## config.mk

```make
export PLATFORM = sky130hd
export DESIGN_NAME = fingerprint_module_reply_deframer
export DESIGN_NICKNAME = d
export VERILOG_FILES = /design/src/rtl/core/fmrd_pkg.sv /design/src/rtl/core/fmrd_front.sv /design/src/rtl/core/fmrd_queue.sv /design/src/rtl/core/fmrd_back.sv /design/src/rtl/core/fingerprint_module_reply_deframer.sv
export SDC_FILE = /design/constraint.sdc
export NUM_CORES = 1
export LEC_CHECK = 0
export BUFFER_PORTS_ARGS = -buffer_cell sky130_fd_sc_hd__buf_2
export CAP_MARGIN = 10
export CORE_AREA = 2 2 211 213
export DETAILED_ROUTE_END_ITERATION = 8
export DIE_AREA = 0 0 213 215
export SLEW_MARGIN = 20
export SYNTH_ARGS = -nofsm -noshare
export SYNTH_HDL_FRONTEND = slang
export SYNTH_SLANG_ARGS = --single-unit
export TNS_END_PERCENT = 30
```

## constraint.sdc

```tcl
create_clock -name clk -period 7.31 [get_ports clk]
set_input_delay 1.462 -clock clk [delete_from_list [all_inputs] [get_ports clk]]
set_output_delay 1.462 -clock clk [all_outputs]
set_load 0.01 [all_outputs]
```

## src/rtl/core/fmrd_pkg.sv

```systemverilog
`default_nettype none
package fmrd_pkg;

	localparam logic [7:0] HDR_BYTE0 = 8'hEF;
	localparam logic [7:0] HDR_BYTE1 = 8'h01;

	localparam logic [15:0] MIN_LENGTH = 16'd3;

	localparam logic [31:0] MODULE_ADDRESS_RESET = 32'hFFFF_FFFF;
	localparam logic [15:0] MAX_LENGTH_RESET = 16'd118;

	localparam int QUEUE_DEPTH_DEFAULT = 4;

	// register indexes as seen on paddr[2]
	localparam logic REG_MODULE_ADDRESS = 1'b0;
	localparam logic REG_MAX_LENGTH = 1'b1;

	// result kinds
	localparam logic KIND_PAYLOAD = 1'b0;
	localparam logic KIND_STATUS = 1'b1;

	// status codes
	localparam logic [2:0] STATUS_OK = 3'd0;
	localparam logic [2:0] STATUS_BAD_HEADER = 3'd1;
	localparam logic [2:0] STATUS_BAD_ADDRESS = 3'd2;
	localparam logic [2:0] STATUS_BAD_LENGTH = 3'd3;
	localparam logic [2:0] STATUS_BAD_CHECKSUM = 3'd4;

	typedef struct packed {
		logic [7:0] rx_byte;
		logic       frame_start;
	} rx_beat_t;

	typedef struct packed {
		logic        item_kind;
		logic [7:0]  payload_byte;
		logic [15:0] payload_index;
		logic [2:0]  status;
		logic [7:0]  confirm_code;
		logic        frame_last;
	} res_beat_t;

	function automatic res_beat_t make_status(input logic [2:0] st, input logic [7:0] code);
		res_beat_t r;
		r.item_kind = KIND_STATUS;
		r.payload_byte = 8'h00;
		r.payload_index = 16'h0000;
		r.status = st;
		r.confirm_code = (st == STATUS_OK) ? code : 8'h00;
		r.frame_last = 1'b1;
		return r;
	endfunction

	function automatic res_beat_t make_payload(input logic [7:0] b, input logic [15:0] idx);
		res_beat_t r;
		r.item_kind = KIND_PAYLOAD;
		r.payload_byte = b;
		r.payload_index = idx;
		r.status = STATUS_OK;
		r.confirm_code = 8'h00;
		r.frame_last = 1'b0;
		return r;
	endfunction

endpackage
`default_nettype wire

```

## src/rtl/core/fmrd_front.sv

```systemverilog
`default_nettype none
module fmrd_front (
	input  wire                      clk,
	input  wire                      arst_n,
	input  wire                      rx_valid,
	output logic                     rx_stall,
	input  fmrd_pkg::rx_beat_t       rx_beat,
	input  wire  [31:0]              module_address,
	input  wire  [15:0]              max_length,
	input  wire                      queue_full,
	output logic                     push,
	output fmrd_pkg::res_beat_t      push_beat
);
	import fmrd_pkg::*;

	logic [15:0] pos_q, len_q, sum_q;
	logic [7:0]  chi_q, conf_q;
	logic        disc_q;

	logic [15:0] pos_e, len_e, sum_e;
	logic [7:0]  chi_e, conf_e;
	logic        disc_e;

	logic [15:0] pos_n, len_n, sum_n;
	logic [7:0]  chi_n, conf_n;
	logic        disc_n;

	logic        accept;
	logic        has_result;
	res_beat_t   result;

	logic [7:0]  b;
	logic [15:0] sum_add;
	logic [15:0] hdr_len;
	logic [16:0] pos_p2;
	logic [16:0] len_ext;
	logic [7:0]  addr_byte;

	assign rx_stall = queue_full;
	assign accept = rx_valid && !queue_full;
	assign b = rx_beat.rx_byte;

	// a start byte restarts the parser before it is looked at
	always_comb begin
		if (rx_beat.frame_start) begin
			pos_e = 16'h0000;
			len_e = 16'h0000;
			sum_e = 16'h0000;
			chi_e = 8'h00;
			conf_e = 8'h00;
			disc_e = 1'b0;
		end else begin
			pos_e = pos_q;
			len_e = len_q;
			sum_e = sum_q;
			chi_e = chi_q;
			conf_e = conf_q;
			disc_e = disc_q;
		end
	end

	assign sum_add = sum_e + {8'h00, b};
	assign hdr_len = {chi_e, b};
	assign pos_p2 = {1'b0, pos_e} + 17'd2;
	assign len_ext = {1'b0, len_e};

	always_comb begin
		unique case (pos_e[2:0])
			3'd2:    addr_byte = module_address[31:24];
			3'd3:    addr_byte = module_address[23:16];
			3'd4:    addr_byte = module_address[15:8];
			default: addr_byte = module_address[7:0];
		endcase
	end

	always_comb begin
		pos_n = pos_e;
		len_n = len_e;
		sum_n = sum_e;
		chi_n = chi_e;
		conf_n = conf_e;
		disc_n = disc_e;
		has_result = 1'b0;
		result = make_payload(8'h00, 16'h0000);
		if (!disc_e) begin
			if (len_e == 16'h0000) begin
				// header
				pos_n = pos_e + 16'd1;
				priority if (pos_e == 16'd0) begin
					if (b != HDR_BYTE0) begin
						has_result = 1'b1;
						result = make_status(STATUS_BAD_HEADER, 8'h00);
					end
				end else if (pos_e == 16'd1) begin
					if (b != HDR_BYTE1) begin
						has_result = 1'b1;
						result = make_status(STATUS_BAD_HEADER, 8'h00);
					end
				end else if (pos_e <= 16'd5) begin
					if (b != addr_byte) begin
						has_result = 1'b1;
						result = make_status(STATUS_BAD_ADDRESS, 8'h00);
					end
				end else if (pos_e == 16'd6) begin
					sum_n = sum_add;
				end else if (pos_e == 16'd7) begin
					chi_n = b;
					sum_n = sum_add;
				end else begin
					sum_n = sum_add;
					if (hdr_len < MIN_LENGTH || hdr_len > max_length) begin
						has_result = 1'b1;
						result = make_status(STATUS_BAD_LENGTH, 8'h00);
					end else begin
						len_n = hdr_len;
						pos_n = 16'h0000;
					end
				end
			end else begin
				// body
				pos_n = pos_e + 16'd1;
				priority if (pos_e == 16'd0) begin
					conf_n = b;
					sum_n = sum_add;
				end else if (pos_p2 < len_ext) begin
					sum_n = sum_add;
					has_result = 1'b1;
					result = make_payload(b, pos_e - 16'd1);
				end else if (pos_p2 == len_ext) begin
					chi_n = b;
				end else begin
					has_result = 1'b1;
					if ({chi_e, b} == sum_e)
						result = make_status(STATUS_OK, conf_e);
					else
						result = make_status(STATUS_BAD_CHECKSUM, 8'h00);
				end
			end
			if (has_result && result.frame_last)
				disc_n = 1'b1;
		end
	end

	assign push = accept && has_result;
	assign push_beat = result;

	always_ff @(posedge clk or negedge arst_n) begin
		if (!arst_n) begin
			pos_q <= 16'h0000;
			len_q <= 16'h0000;
			sum_q <= 16'h0000;
			chi_q <= 8'h00;
			conf_q <= 8'h00;
			disc_q <= 1'b1;
		end else if (accept) begin
			pos_q <= pos_n;
			len_q <= len_n;
			sum_q <= sum_n;
			chi_q <= chi_n;
			conf_q <= conf_n;
			disc_q <= disc_n;
		end
	end

endmodule
`default_nettype wire

```

## src/rtl/core/fmrd_queue.sv

```systemverilog
`default_nettype none
module fmrd_queue #(
	parameter int DEPTH = fmrd_pkg::QUEUE_DEPTH_DEFAULT
) (
	input  wire                  clk,
	input  wire                  arst_n,
	input  wire                  push,
	input  fmrd_pkg::res_beat_t  push_beat,
	output logic                 full,
	output logic                 not_empty,
	input  wire                  pop,
	output fmrd_pkg::res_beat_t  head_beat
);
	import fmrd_pkg::*;

	localparam int PW = (DEPTH > 1) ? $clog2(DEPTH) : 1;
	localparam int CW = $clog2(DEPTH + 1);

	res_beat_t       mem_q [DEPTH];
	logic [PW-1:0]   wr_ptr_q, rd_ptr_q;
	logic [CW-1:0]   count_q;
	logic            do_push, do_pop;

	assign full = (count_q == CW'(DEPTH));
	assign not_empty = (count_q != '0);
	assign do_push = push && !full;
	assign do_pop = pop && not_empty;
	assign head_beat = mem_q[rd_ptr_q];

	always_ff @(posedge clk) begin
		if (do_push)
			mem_q[wr_ptr_q] <= push_beat;
	end

	always_ff @(posedge clk or negedge arst_n) begin
		if (!arst_n) begin
			wr_ptr_q <= '0;
			rd_ptr_q <= '0;
			count_q <= '0;
		end else begin
			if (do_push)
				wr_ptr_q <= (wr_ptr_q == PW'(DEPTH - 1)) ? '0 : wr_ptr_q + PW'(1);
			if (do_pop)
				rd_ptr_q <= (rd_ptr_q == PW'(DEPTH - 1)) ? '0 : rd_ptr_q + PW'(1);
			if (do_push && !do_pop)
				count_q <= count_q + CW'(1);
			else if (do_pop && !do_push)
				count_q <= count_q - CW'(1);
		end
	end

endmodule
`default_nettype wire

```

## src/rtl/core/fmrd_back.sv

```systemverilog
`default_nettype none
module fmrd_back (
	input  wire                  clk,
	input  wire                  arst_n,
	input  wire                  head_valid,
	input  fmrd_pkg::res_beat_t  head_beat,
	output logic                 pop,
	output logic                 res_valid,
	input  wire                  res_stall,
	output fmrd_pkg::res_beat_t  res_beat
);
	import fmrd_pkg::*;

	logic      valid_q;
	res_beat_t beat_q;

	// refill the output register when it is empty or being taken
	assign pop = head_valid && (!valid_q || !res_stall);
	assign res_valid = valid_q;
	assign res_beat = beat_q;

	always_ff @(posedge clk or negedge arst_n) begin
		if (!arst_n) begin
			valid_q <= 1'b0;
		end else if (!valid_q || !res_stall) begin
			valid_q <= head_valid;
		end
	end

	always_ff @(posedge clk) begin
		if (pop)
			beat_q <= head_beat;
	end

endmodule
`default_nettype wire

```

## src/rtl/core/fingerprint_module_reply_deframer.sv

```systemverilog
`default_nettype none
// path: a result beat goes through the result queue and then the output register to res_beat
// throughput: one byte per cycle while rx_stall is low; the parser updates its state once per byte
// rx_stall rises only when the result queue is full, i.e. when res_stall has held off the output
// reset: parser discards bytes until a frame start, queue and output register empty,
// module_address = 0xFFFFFFFF and max_length = 118
module fingerprint_module_reply_deframer #(
	parameter int QUEUE_DEPTH = fmrd_pkg::QUEUE_DEPTH_DEFAULT
) (
	input  wire                  clk,
	input  wire                  arst_n,
	// byte input channel
	input  wire                  rx_valid,
	output logic                 rx_stall,
	input  fmrd_pkg::rx_beat_t   rx_beat,
	// result channel
	output logic                 res_valid,
	input  wire                  res_stall,
	output fmrd_pkg::res_beat_t  res_beat,
	// register port
	input  wire                  psel,
	input  wire                  penable,
	input  wire                  pwrite,
	input  wire  [2:0]           paddr,
	input  wire  [31:0]          pwdata,
	output logic [31:0]          prdata,
	output logic                 pready
);
	import fmrd_pkg::*;

	logic [31:0] module_address_q;
	logic [15:0] max_length_q;
	logic        reg_write;

	logic        queue_full;
	logic        queue_not_empty;
	logic        push;
	logic        pop;
	res_beat_t   push_beat;
	res_beat_t   head_beat;

	// register port: zero wait states, register selected by address bit 2
	assign pready = 1'b1;
	assign reg_write = psel && penable && pwrite && pready;

	always_comb begin
		unique case (paddr[2])
			REG_MODULE_ADDRESS: prdata = module_address_q;
			default:            prdata = {16'h0000, max_length_q};
		endcase
	end

	always_ff @(posedge clk or negedge arst_n) begin
		if (!arst_n) begin
			module_address_q <= MODULE_ADDRESS_RESET;
			max_length_q <= MAX_LENGTH_RESET;
		end else if (reg_write) begin
			if (paddr[2] == REG_MODULE_ADDRESS)
				module_address_q <= pwdata;
			else
				max_length_q <= pwdata[15:0];
		end
	end

	// front: parses each byte, checks header, address, length and checksum,
	// and pushes payload bytes and the final status into the queue
	fmrd_front u_front (
		.clk            (clk),
		.arst_n         (arst_n),
		.rx_valid       (rx_valid),
		.rx_stall       (rx_stall),
		.rx_beat        (rx_beat),
		.module_address (module_address_q),
		.max_length     (max_length_q),
		.queue_full     (queue_full),
		.push           (push),
		.push_beat      (push_beat)
	);

	// short queue so the parser keeps going while the output is held off
	fmrd_queue #(
		.DEPTH (QUEUE_DEPTH)
	) u_queue (
		.clk       (clk),
		.arst_n    (arst_n),
		.push      (push),
		.push_beat (push_beat),
		.full      (queue_full),
		.not_empty (queue_not_empty),
		.pop       (pop),
		.head_beat (head_beat)
	);

	// back: output register that presents result beats
	fmrd_back u_back (
		.clk        (clk),
		.arst_n     (arst_n),
		.head_valid (queue_not_empty),
		.head_beat  (head_beat),
		.pop        (pop),
		.res_valid  (res_valid),
		.res_stall  (res_stall),
		.res_beat   (res_beat)
	);

endmodule
`default_nettype wire
```

==> results of run 1 <==
## power groups by stage
stage	Combinational, uW	Sequential, uW	Clock, uW
2_1_floorplan	1040	2460	0
3_3_place_gp	1500	2500	0
3_5_place_dp	1530	2520	0
4_1_cts	1530	2480	1730
5_1_grt	1660	2520	1810
6_report	1510	2470	1680
## worst reg2reg max path, delay by kind of cell, from the launching register on
kind | cells | cell delay [ns]
and+or+nand+nor | 8 | 1.83
AOI/OAI and AO/OA | 5 | 1.29
adders and majority gates | 4 | 1.28
DFF | 1 | 0.64
xor gates and xnor gates | 3 | 0.54
buffers and inverters | 1 | 0.07
## layer usage
| layer | GRT usage | vias to the layer above |
|---|---|---|
| met5 | 0 | - |
| met4 | 0.0517 | 0 |
| met3 | 0.0321 | 67 |
| met2 | 0.257 | 300 |
| met1 | 0.228 | 5003 |
| li1 | - | 4668 |
## layout by cell type (no fill, tap or decap), drive strengths merged, types with 23 or more instances in the layout
master and instances:
nand2 89, mux2 66, xor2 23, o21ai 54, nor4 25, nor2b 45
nor2 84, a21oi 48, ha 55, dfrtp 83, buf 136, edfxtp 180
nor3 24, inv 39, a22o 23, dfstp 38, clkbuf 44, mux4 36
## through the flow
step / util / setup WS [ns]
floorplan: - / 0.771
global placement: 0.371 / 0.566
detailed placement: 0.371 / 0.485
CTS: 0.396 / 0.999
global route: 0.396 / 0.482
finish: 0.396 / 0.926
## final timing paths
check / endpoint / slack [ns] / cells after the start
setup / recovery: u_queue.count_q[2] / 0.93 / 24
hold / removal: u_front.sum_q[5] / 0.49 / 1
setup reg to reg: u_queue.count_q[2] / 1.58 / 21
hold reg to reg: u_front.sum_q[5] / 0.49 / 1
max in group asynchronous: u_queue.rd_ptr_q[0] / 5.53 / 2
min in group asynchronous: u_front.pos_q[2] / 1.11 / 2
## cell type report
class,count,area (um^2)
clock buffers,44,930
clock inverters,18,178
fillers,4162,26400
inverters,38,143
multi-input cells,790,6090
flip-flops and latches,301,8480
well taps,592,741
repair buffers,136,726
## sequential cells by signal, indices dropped and copies added, names as in the netlist, 3 cells and up
signal	flops
u_front.chi_q	8
u_back.res_beat	36
max_length_q	16
u_queue.mem_q	144
u_front.sum_q	16
u_front.pos_q	16
module_address_q	32
u_front.conf_q	8
u_front.len_q	16
u_queue.count_q	3
## kinds of logic after synthesis
kind of cell | after synthesis | synth area share
flops | 301 | 0.565
xor+xnor | 44 | 0.0257
fa+ha+maj | 57 | 0.0485
mux | 108 | 0.108
compound gates | 208 | 0.0954
simple gates | 372 | 0.127
buf+inv | 105 | 0.0294
other cells | 1 | 0.000250
==> impl_summary.txt, run 1 <==
----------------------------------------------------
[Route]
  Mean number of vias per cell ... 5.23
  Wire length on met3 ... 2180 um
  Total iterations of the first detailed-routing run ... 5
  DRC violations left ... 0
  Highest routed layer ... met4
  Total routed wirelength ... 36700 um
  Antenna violation net count after detailed routing ... 0
  Routed length on met1 ... 16800 um
  Total via count after detailed routing ... 10038
  WL per Instance ... 19.1 um
  Number of design-rule violations left by the first detailed-router iteration ... 817
  WL met2 ... 16800 um

[Yosys]
  Most numerous cell types in the synthesized netlist ... edfxtp_1 (180), nand2_1 (89), dfrtp_1 (83)
  Post-synthesis cell count ... 1196
  Most repeated cell in the gate-level netlist after synthesis ... edfxtp_1
  Share of the synthesized area in the top cell type ... 0.360
  Proportion of synthesized chip area in sequential cells ... 0.565
  Average cell area after synthesis ... 12.5 um^2
  Synthesized net count ... 1304
  Largest area contributor in the synthesized netlist ... edfxtp_1
  Post-synthesis register bit count ... 301
  Post-Synthesis Cell Area ... 0.0150 mm^2
  Cell types occupying the most area after synthesis ... edfxtp_1 (36%), dfrtp_1 (14%), dfstp_2 (6.7%), mux4_2 (5.4%), mux2_2 (4.9%)
  Number of distinct library cells after synthesis ... 79
  Share of synthesized registers carrying an async set or reset ... 0.402
  Yosys synthesis warning count ... 0
  EDFF count, synth ... 180
  Most used flip-flop cell after synthesis ... edfxtp_1

[Die]
  Area of the die ... 0.0458 mm^2
  I/O pin cnt ... 123
  Die extent in y ... 215 um
  Floorplan Core Area ... 0.0436 mm^2
  Die W ... 213 um
  Starting density of the core ... 0.344
  Number of rows in the core area ... 77

[Setup path]
  Crit-path slowest cell ... nor4_1
  Cells along the critical path ... buf_2 -> clkinv_1 -> nand2_1 -> inv_1 -> ha_1 -> nand3_1 -> nor4_1 -> nand2_1 -> xor2_1 -> nor2_1 -> ha_1 -> a21oi_1 -> a21boi_0 -> a2111oi_0 -> a31o_2 -> nand2_1 -> a221o_1 -> nor2_4 -> ha_1 -> inv_1 -> fa_1 -> xor2_1 -> nor2_1 -> xor2_1
  Data required time of the critical path ... 7.75 ns
  Endpoint type of the worst setup path ... flip-flop
  Cell family with most CP delay ... simple AND/OR/NAND/NOR gates
  Worst setup path category ... in -> reg
  Worst Path Buf+Inv ... 4
  CP startpoint ... rx_beat[0]
  Delay contributed by the slowest stage of the critical path ... 0.69 ns
  Worst r2r src ... u_front.pos_q[2]
  CP Max Fanout ... 11
  Type of element launching the critical path ... input pin
  Arrival time of data at the critical path endpoint ... 6.83 ns

[Global route]
  Total routing resource utilization after global routing ... 0.164
  Number of antenna violations at the first check in global routing ... 0
  Global-route wire length before repair ... 58500 um
  Number of global-route vias before repair ... 10152
  Pin count of the biggest net entering global routing ... 69
  Total grt overflow ... 0

[Clock tree]
  Post-CTS resize count ... 0
  Hold buffer count at cts ... 0
  Number of buffers created by CTS ... 34
  Clock transition at the registers of the reported paths ... 0.06 ns
  H-tree depth ... 2
  Root buffer cell ... clkbuf_16
  TritonCTS clock tree ... yes
  Number of clock sinks seen by CTS ... 301
  Buffers inserted during post-CTS setup optimization ... 0
  Buffers from clock root to sink, at most ... 3
  Clock latency on the worst-skew pair ... 0.53 ns

[Timing]
  Clock period minus worst slack ... 6.38 ns
  Count of final setup violators ... 0
  Min Hold Slack ... 0.489 ns
  Final TNS setup ... 0 ns
  Transition time at the pin with the least slew margin ... 1.04 ns
  Worst max-slew margin expressed relative to the limit ... 0.303
  Maximum clock frequency ... 157 MHz
  Hold violation total from the final report ... 0
  Max-slew violation count ... 0
  Skew final ... 0.0137 ns
  Crit share post-route ... 0.873
  Setup repair after global routing missed its margin ... false

[Finish]
  Net count, final ... 1409
  Area grow syn2layout ... 15.2%
  Final Cell Area ... 0.0173 mm^2
  Number of antenna repair diodes ... 0
  Final std cells w/o fill ... 1919
  Share of layout cells above drive strength 1 ... 0.267

[Power and ir drop]
  Final Power ... 5670 uW
  Power density over cell area ... 328 mW/mm^2
  Switching part of the total ... 0.310
  Static power due to leakage ... 0.00671 uW
  Worst vdd rail ir drop ... 0.167 mV
  Proportion of power drawn by flip-flops and latches ... 0.437
  Clock network fraction of total power ... 0.297
  Switching component of the power ... 1760 uW
  Proportion of power drawn by combinational gates ... 0.267
  Internal Pwr Total ... 3910 uW

[Run status]
  Status ... finished clean

[Placed design]
  Final GP Congestion ... 0.867
  Placed inst area ... 0.0162 mm^2
  Total instance count after detailed placement ... 1857
  Input/output buffers ... 119
  Detailed placer's ending HPWL ... 24800 um

[Worst hold path]
  Startpoint of the lowest-slack hold path ... u_front.sum_q[5]
  Classification of the worst-slack hold path ... reg -> reg

[Flow run]
  Number of maximum-capacitance violations ... 0

----------------------------------------------------
Note: power is estimated with default switching activity, not from simulation.
==> inputs of run 2 (changes only) <==
Settings changed: ABC_AREA set to 1, CORE_AREA 2 2 211 213 to 2 2 244 198, DIE_AREA 0 0 213 215 to 0 0 246 200.
==> run 2 against run 1 <==
Effect of this change: final area increased by 6.8%; total power increased by 29%; register-to-register slack improved by 0.91 ns; first-iteration DRC count increased by 29%; highest routed layer is now met5; clock-buffer cell count decreased by 7; routed wire length increased by 22%; clock power increased by 3%; clock skew increased by 0.027 ns.
==> impl_summary.txt, run 2 <==
----------------------------------------------------
[Clock tree]
  Root buffer cell ... clkbuf_16 (unchanged)
  Number of clock sinks seen by CTS ... 301 (unchanged)
  Clock latency on the worst-skew pair ... 0.61 ns (was 0.53 ns)
  Hold buffer count at cts ... 0 (unchanged)
  H-tree depth ... 1 (was 2)
  Post-CTS resize count ... 0 (unchanged)
  Clock transition at the registers of the reported paths ... 0.07 ns (was 0.06 ns)
  Number of buffers created by CTS ... 31 (was 34)
  Buffers inserted during post-CTS setup optimization ... 0 (unchanged)
  TritonCTS clock tree ... yes (unchanged)
  Buffers from clock root to sink, at most ... 3 (unchanged)

[Route]
  Number of design-rule violations left by the first detailed-router iteration ... 1050 (was 817)
  Total via count after detailed routing ... 13088 (was 10038)
  WL per Instance ... 17.3 um (was 19.1 um)
  Total iterations of the first detailed-routing run ... 5 (unchanged)
  Total routed wirelength ... 44600 um (was 36700 um)
  DRC violations left ... 0 (unchanged)
  Antenna violation net count after detailed routing ... 0 (unchanged)
  Mean number of vias per cell ... 5.07 (was 5.23)

[Worst hold path]
  Cells on Worst Hold Path ... 2 (was 1)
  Startpoint of the lowest-slack hold path ... u_front.conf_q[2] (was u_front.sum_q[5])
  Classification of the worst-slack hold path ... reg -> reg (unchanged)
  Worst hold endpoint ... u_front.conf_q[2] (was u_front.sum_q[5])

[Yosys]
  Most numerous cell types in the synthesized netlist ... nand2_1 (351), nor2_1 (243), inv_1 (200) (was edfxtp_1 (180), nand2_1 (89), dfrtp_1 (83))
  Most used flip-flop cell after synthesis ... edfxtp_1 (unchanged)
  Share of the synthesized area in the top cell type ... 0.335 (was 0.360)
  Cell types occupying the most area after synthesis ... edfxtp_1 (33%), dfrtp_1 (13%), nand2_1 (8.2%), dfstp_2 (6.2%), nor2_1 (5.6%) (was edfxtp_1 (36%), dfrtp_1 (14%), dfstp_2 (6.7%), mux4_2 (5.4%), mux2_2 (4.9%))
  Post-Synthesis Cell Area ... 0.0162 mm^2 (was 0.0150 mm^2)
  Most repeated cell in the gate-level netlist after synthesis ... nand2_1 (was edfxtp_1)
  Share of synthesized registers carrying an async set or reset ... 0.402 (unchanged)
  Yosys synthesis warning count ... 0 (unchanged)
  Largest area contributor in the synthesized netlist ... edfxtp_1 (unchanged)
  Post-synthesis cell count ... 1842 (was 1196)
  EDFF count, synth ... 180 (unchanged)
  Proportion of synthesized chip area in sequential cells ... 0.525 (was 0.565)
  Synthesized net count ... 1950 (was 1304)
  Post-synthesis register bit count ... 301 (unchanged)
  Average cell area after synthesis ... 8.77 um^2 (was 12.5 um^2)
  Number of distinct library cells after synthesis ... 54 (was 79)

[Power and ir drop]
  Internal Pwr Total ... 4380 uW (was 3910 uW)
  Power density over cell area ... 396 mW/mm^2 (was 328 mW/mm^2)
  Proportion of power drawn by flip-flops and latches ... 0.369 (was 0.437)
  Proportion of power drawn by combinational gates ... 0.394 (was 0.267)
  Static power due to leakage ... 0.00805 uW (was 0.00671 uW)
  Clock network fraction of total power ... 0.237 (was 0.297)
  Switching part of the total ... 0.401 (was 0.310)
  Worst vdd rail ir drop ... 0.212 mV (was 0.167 mV)
  Switching component of the power ... 2930 uW (was 1760 uW)

[Timing]
  Clock period minus worst slack ... 5.73 ns (was 6.38 ns)
  Setup repair after global routing missed its margin ... false (unchanged)
  Hold violation total from the final report ... 0 (unchanged)
  Final TNS setup ... 0 ns (unchanged)
  Crit share post-route ... 0.784 (was 0.873)
  Worst max-slew margin expressed relative to the limit ... 0.382 (was 0.303)
  Maximum clock frequency ... 174 MHz (was 157 MHz)
  Min Hold Slack ... 0.482 ns (was 0.489 ns)
  Count of final setup violators ... 0 (unchanged)
  Max-slew violation count ... 0 (unchanged)
  Skew final ... 0.0403 ns (was 0.0137 ns)
  Transition time at the pin with the least slew margin ... 0.925 ns (was 1.04 ns)

[Setup path]
  Depth of the most critical reg-to-reg path ... 23 (was 21)
  Reg2reg setup slack ... 2.49 ns (was 1.58 ns)
  Arrival time of data at the critical path endpoint ... 6.20 ns (was 6.83 ns)
  Worst r2r dst ... u_queue.count_q[1] (was u_queue.count_q[2])
  Worst setup path category ... in -> reg (unchanged)
  Endpoint type of the worst setup path ... flip-flop (unchanged)
  Type of element launching the critical path ... input pin (unchanged)
  Data required time of the critical path ... 7.77 ns (was 7.75 ns)
  CP Max Fanout ... 35 (was 11)
  Worst r2r src ... u_front.pos_q[2] (unchanged)

[Die]
  Die W ... 246 um (was 213 um)
  Starting density of the core ... 0.346 (was 0.344)
  Floorplan Core Area ... 0.0466 mm^2 (was 0.0436 mm^2)
  Die extent in y ... 200 um (was 215 um)
  I/O pin cnt ... 123 (unchanged)
  Number of rows in the core area ... 71 (was 77)
  Area of the die ... 0.0492 mm^2 (was 0.0458 mm^2)

[Finish]
  Commonest non-fill, non-tap cell in the layout ... nand2_1 (was edfxtp_1)
  Filler cell count in the final layout ... 4666 (was 4162)
  Sequential standard cell area ... 0.00848 mm^2 (unchanged)
  Share of layout cells above drive strength 1 ... 0.151 (was 0.267)
  Area grow syn2layout ... 14.3% (was 15.2%)
  Commonest cells after routing, fill and taps aside ... nand2_1 (350), nor2_1 (238), inv_1 (200), edfxtp_1 (180), o21ai_0 (160) (was edfxtp_1 (180), buf_2 (118), nand2_1 (89), dfrtp_1 (82), nor2_1 (80))
  Net count, final ... 2046 (was 1409)
  Multi-input combinational cell area ... 0.00653 mm^2 (was 0.00609 mm^2)
  Top register by number of flip-flops ... u_queue.mem_q (unchanged)
  Largest register FFs ... 144 (unchanged)

[Global route]
  Number of global-route vias before repair ... 12328 (was 10152)
  Number of antenna violations at the first check in global routing ... 3 (was 0)
  Pin count of the biggest net entering global routing ... 75 (was 69)
  Total grt overflow ... 0 (unchanged)
  Total routing resource utilization after global routing ... 0.183 (was 0.164)
  Global-route wire length before repair ... 70300 um (was 58500 um)

[Flow run]
  Number of maximum-capacitance violations ... 0 (unchanged)

[Placed design]
  Detailed placer's ending HPWL ... 30200 um (was 24800 um)
  Final GP Congestion ... 0.903 (was 0.867)
  Input/output buffers ... 119 (unchanged)

[Run status]
  Status ... finished clean (unchanged)

----------------------------------------------------
[run 2: layout make-up]
class                   instances  share of cell area
flip-flops and latches        301               0.459
multi-input cells            1250               0.354
inverters                     216              0.0445
clock buffers                  37              0.0443
well taps                     620              0.0420
repair buffers                138              0.0401
clock inverters                21              0.0158
diodes                          1            0.000136
[run 2: how the worst max path moves through the flow]
| stage | slack [ns] | start | endpoint | depth (start not counted) |
|---|---|---|---|---|
| global route | 1.20 | rx_beat[0] | u_queue.count_q[2] | 25 |
| floorplan | 1.03 | rx_beat[0] | u_queue.mem_q[0][0] | 21 |
| global placement | 0.99 | rx_beat[0] | u_queue.count_q[2] | 25 |
| finish | 1.58 | rx_beat[0] | u_queue.count_q[2] | 25 |
| CTS | 1.61 | rx_beat[0] | u_queue.count_q[2] | 25 |
| detailed placement | 1.00 | rx_beat[0] | u_queue.count_q[2] | 25 |
[run 2: worst max-delay path: stages]
cell and delay (ns):
buf_2 0.24, inv_6 0.32, nand2_1 0.23, nor2_2 0.18
nand2_1 0.14, or3b_2 0.48, o21ai_0 0.23, ha_1 0.31
a21oi_1 0.14, nor2_1 0.05, a211oi_1 0.19, nor2_1 0.09
nor2_2 0.10, nand3_2 0.10, nand2_1 0.20, nand2_1 0.10
nand2_1 0.15, nand3_2 0.29, inv_1 0.12, ha_1 0.14
inv_1 0.07, fa_1 0.42, a21oi_1 0.14, o21ai_0 0.12
xor2_1 0.15
[run 2: per-layer routing]
metal	track usage	routed length [um]
met5	0	27
met4	0.0296	694
met3	0.0429	3600
met2	0.279	19200
met1	0.267	21000
[run 2: per-stage QoR]
| stage | cells | instance area (um^2) | util | worst slack (ns) | power (uW) |
|---|---|---|---|---|---|
| 2_1_floorplan | 1842 | 16200 | - | 1.03 | 4690 |
| 3_3_place_gp | 2525 | 17300 | 0.372 | 0.986 | 5530 |
| 3_5_place_dp | 2525 | 17300 | 0.372 | 1.00 | 5610 |
| 4_1_cts | 2583 | 18500 | 0.396 | 1.61 | 7350 |
| 5_1_grt | 2583 | 18500 | 0.396 | 1.20 | 7850 |
| 6_report | 2584 | 18500 | 0.396 | 1.58 | 7310 |
[run 2: kinds of logic after synthesis]
logic type	after synthesis	share of synthesized area
AO/OA/AOI/OAI	349	0.120
other	1	0.000232
AND/OR/NAND/NOR	796	0.211
adder cells (fa/ha/maj)	57	0.0451
multiplexers	1	0.000697
buffers and inverters	291	0.0734
flip-flops	301	0.525
XOR/XNOR	46	0.0249
[run 2: power by group through the flow]
stage               sequential, uW  combinational, uW  clock [uW]
finish                        2700               2880        1730
global route                  2750               3260        1850
CTS                           2700               2890        1760
detailed placement            2730               2880           0
global placement              2720               2810           0
floorplan                     2720               1970           0
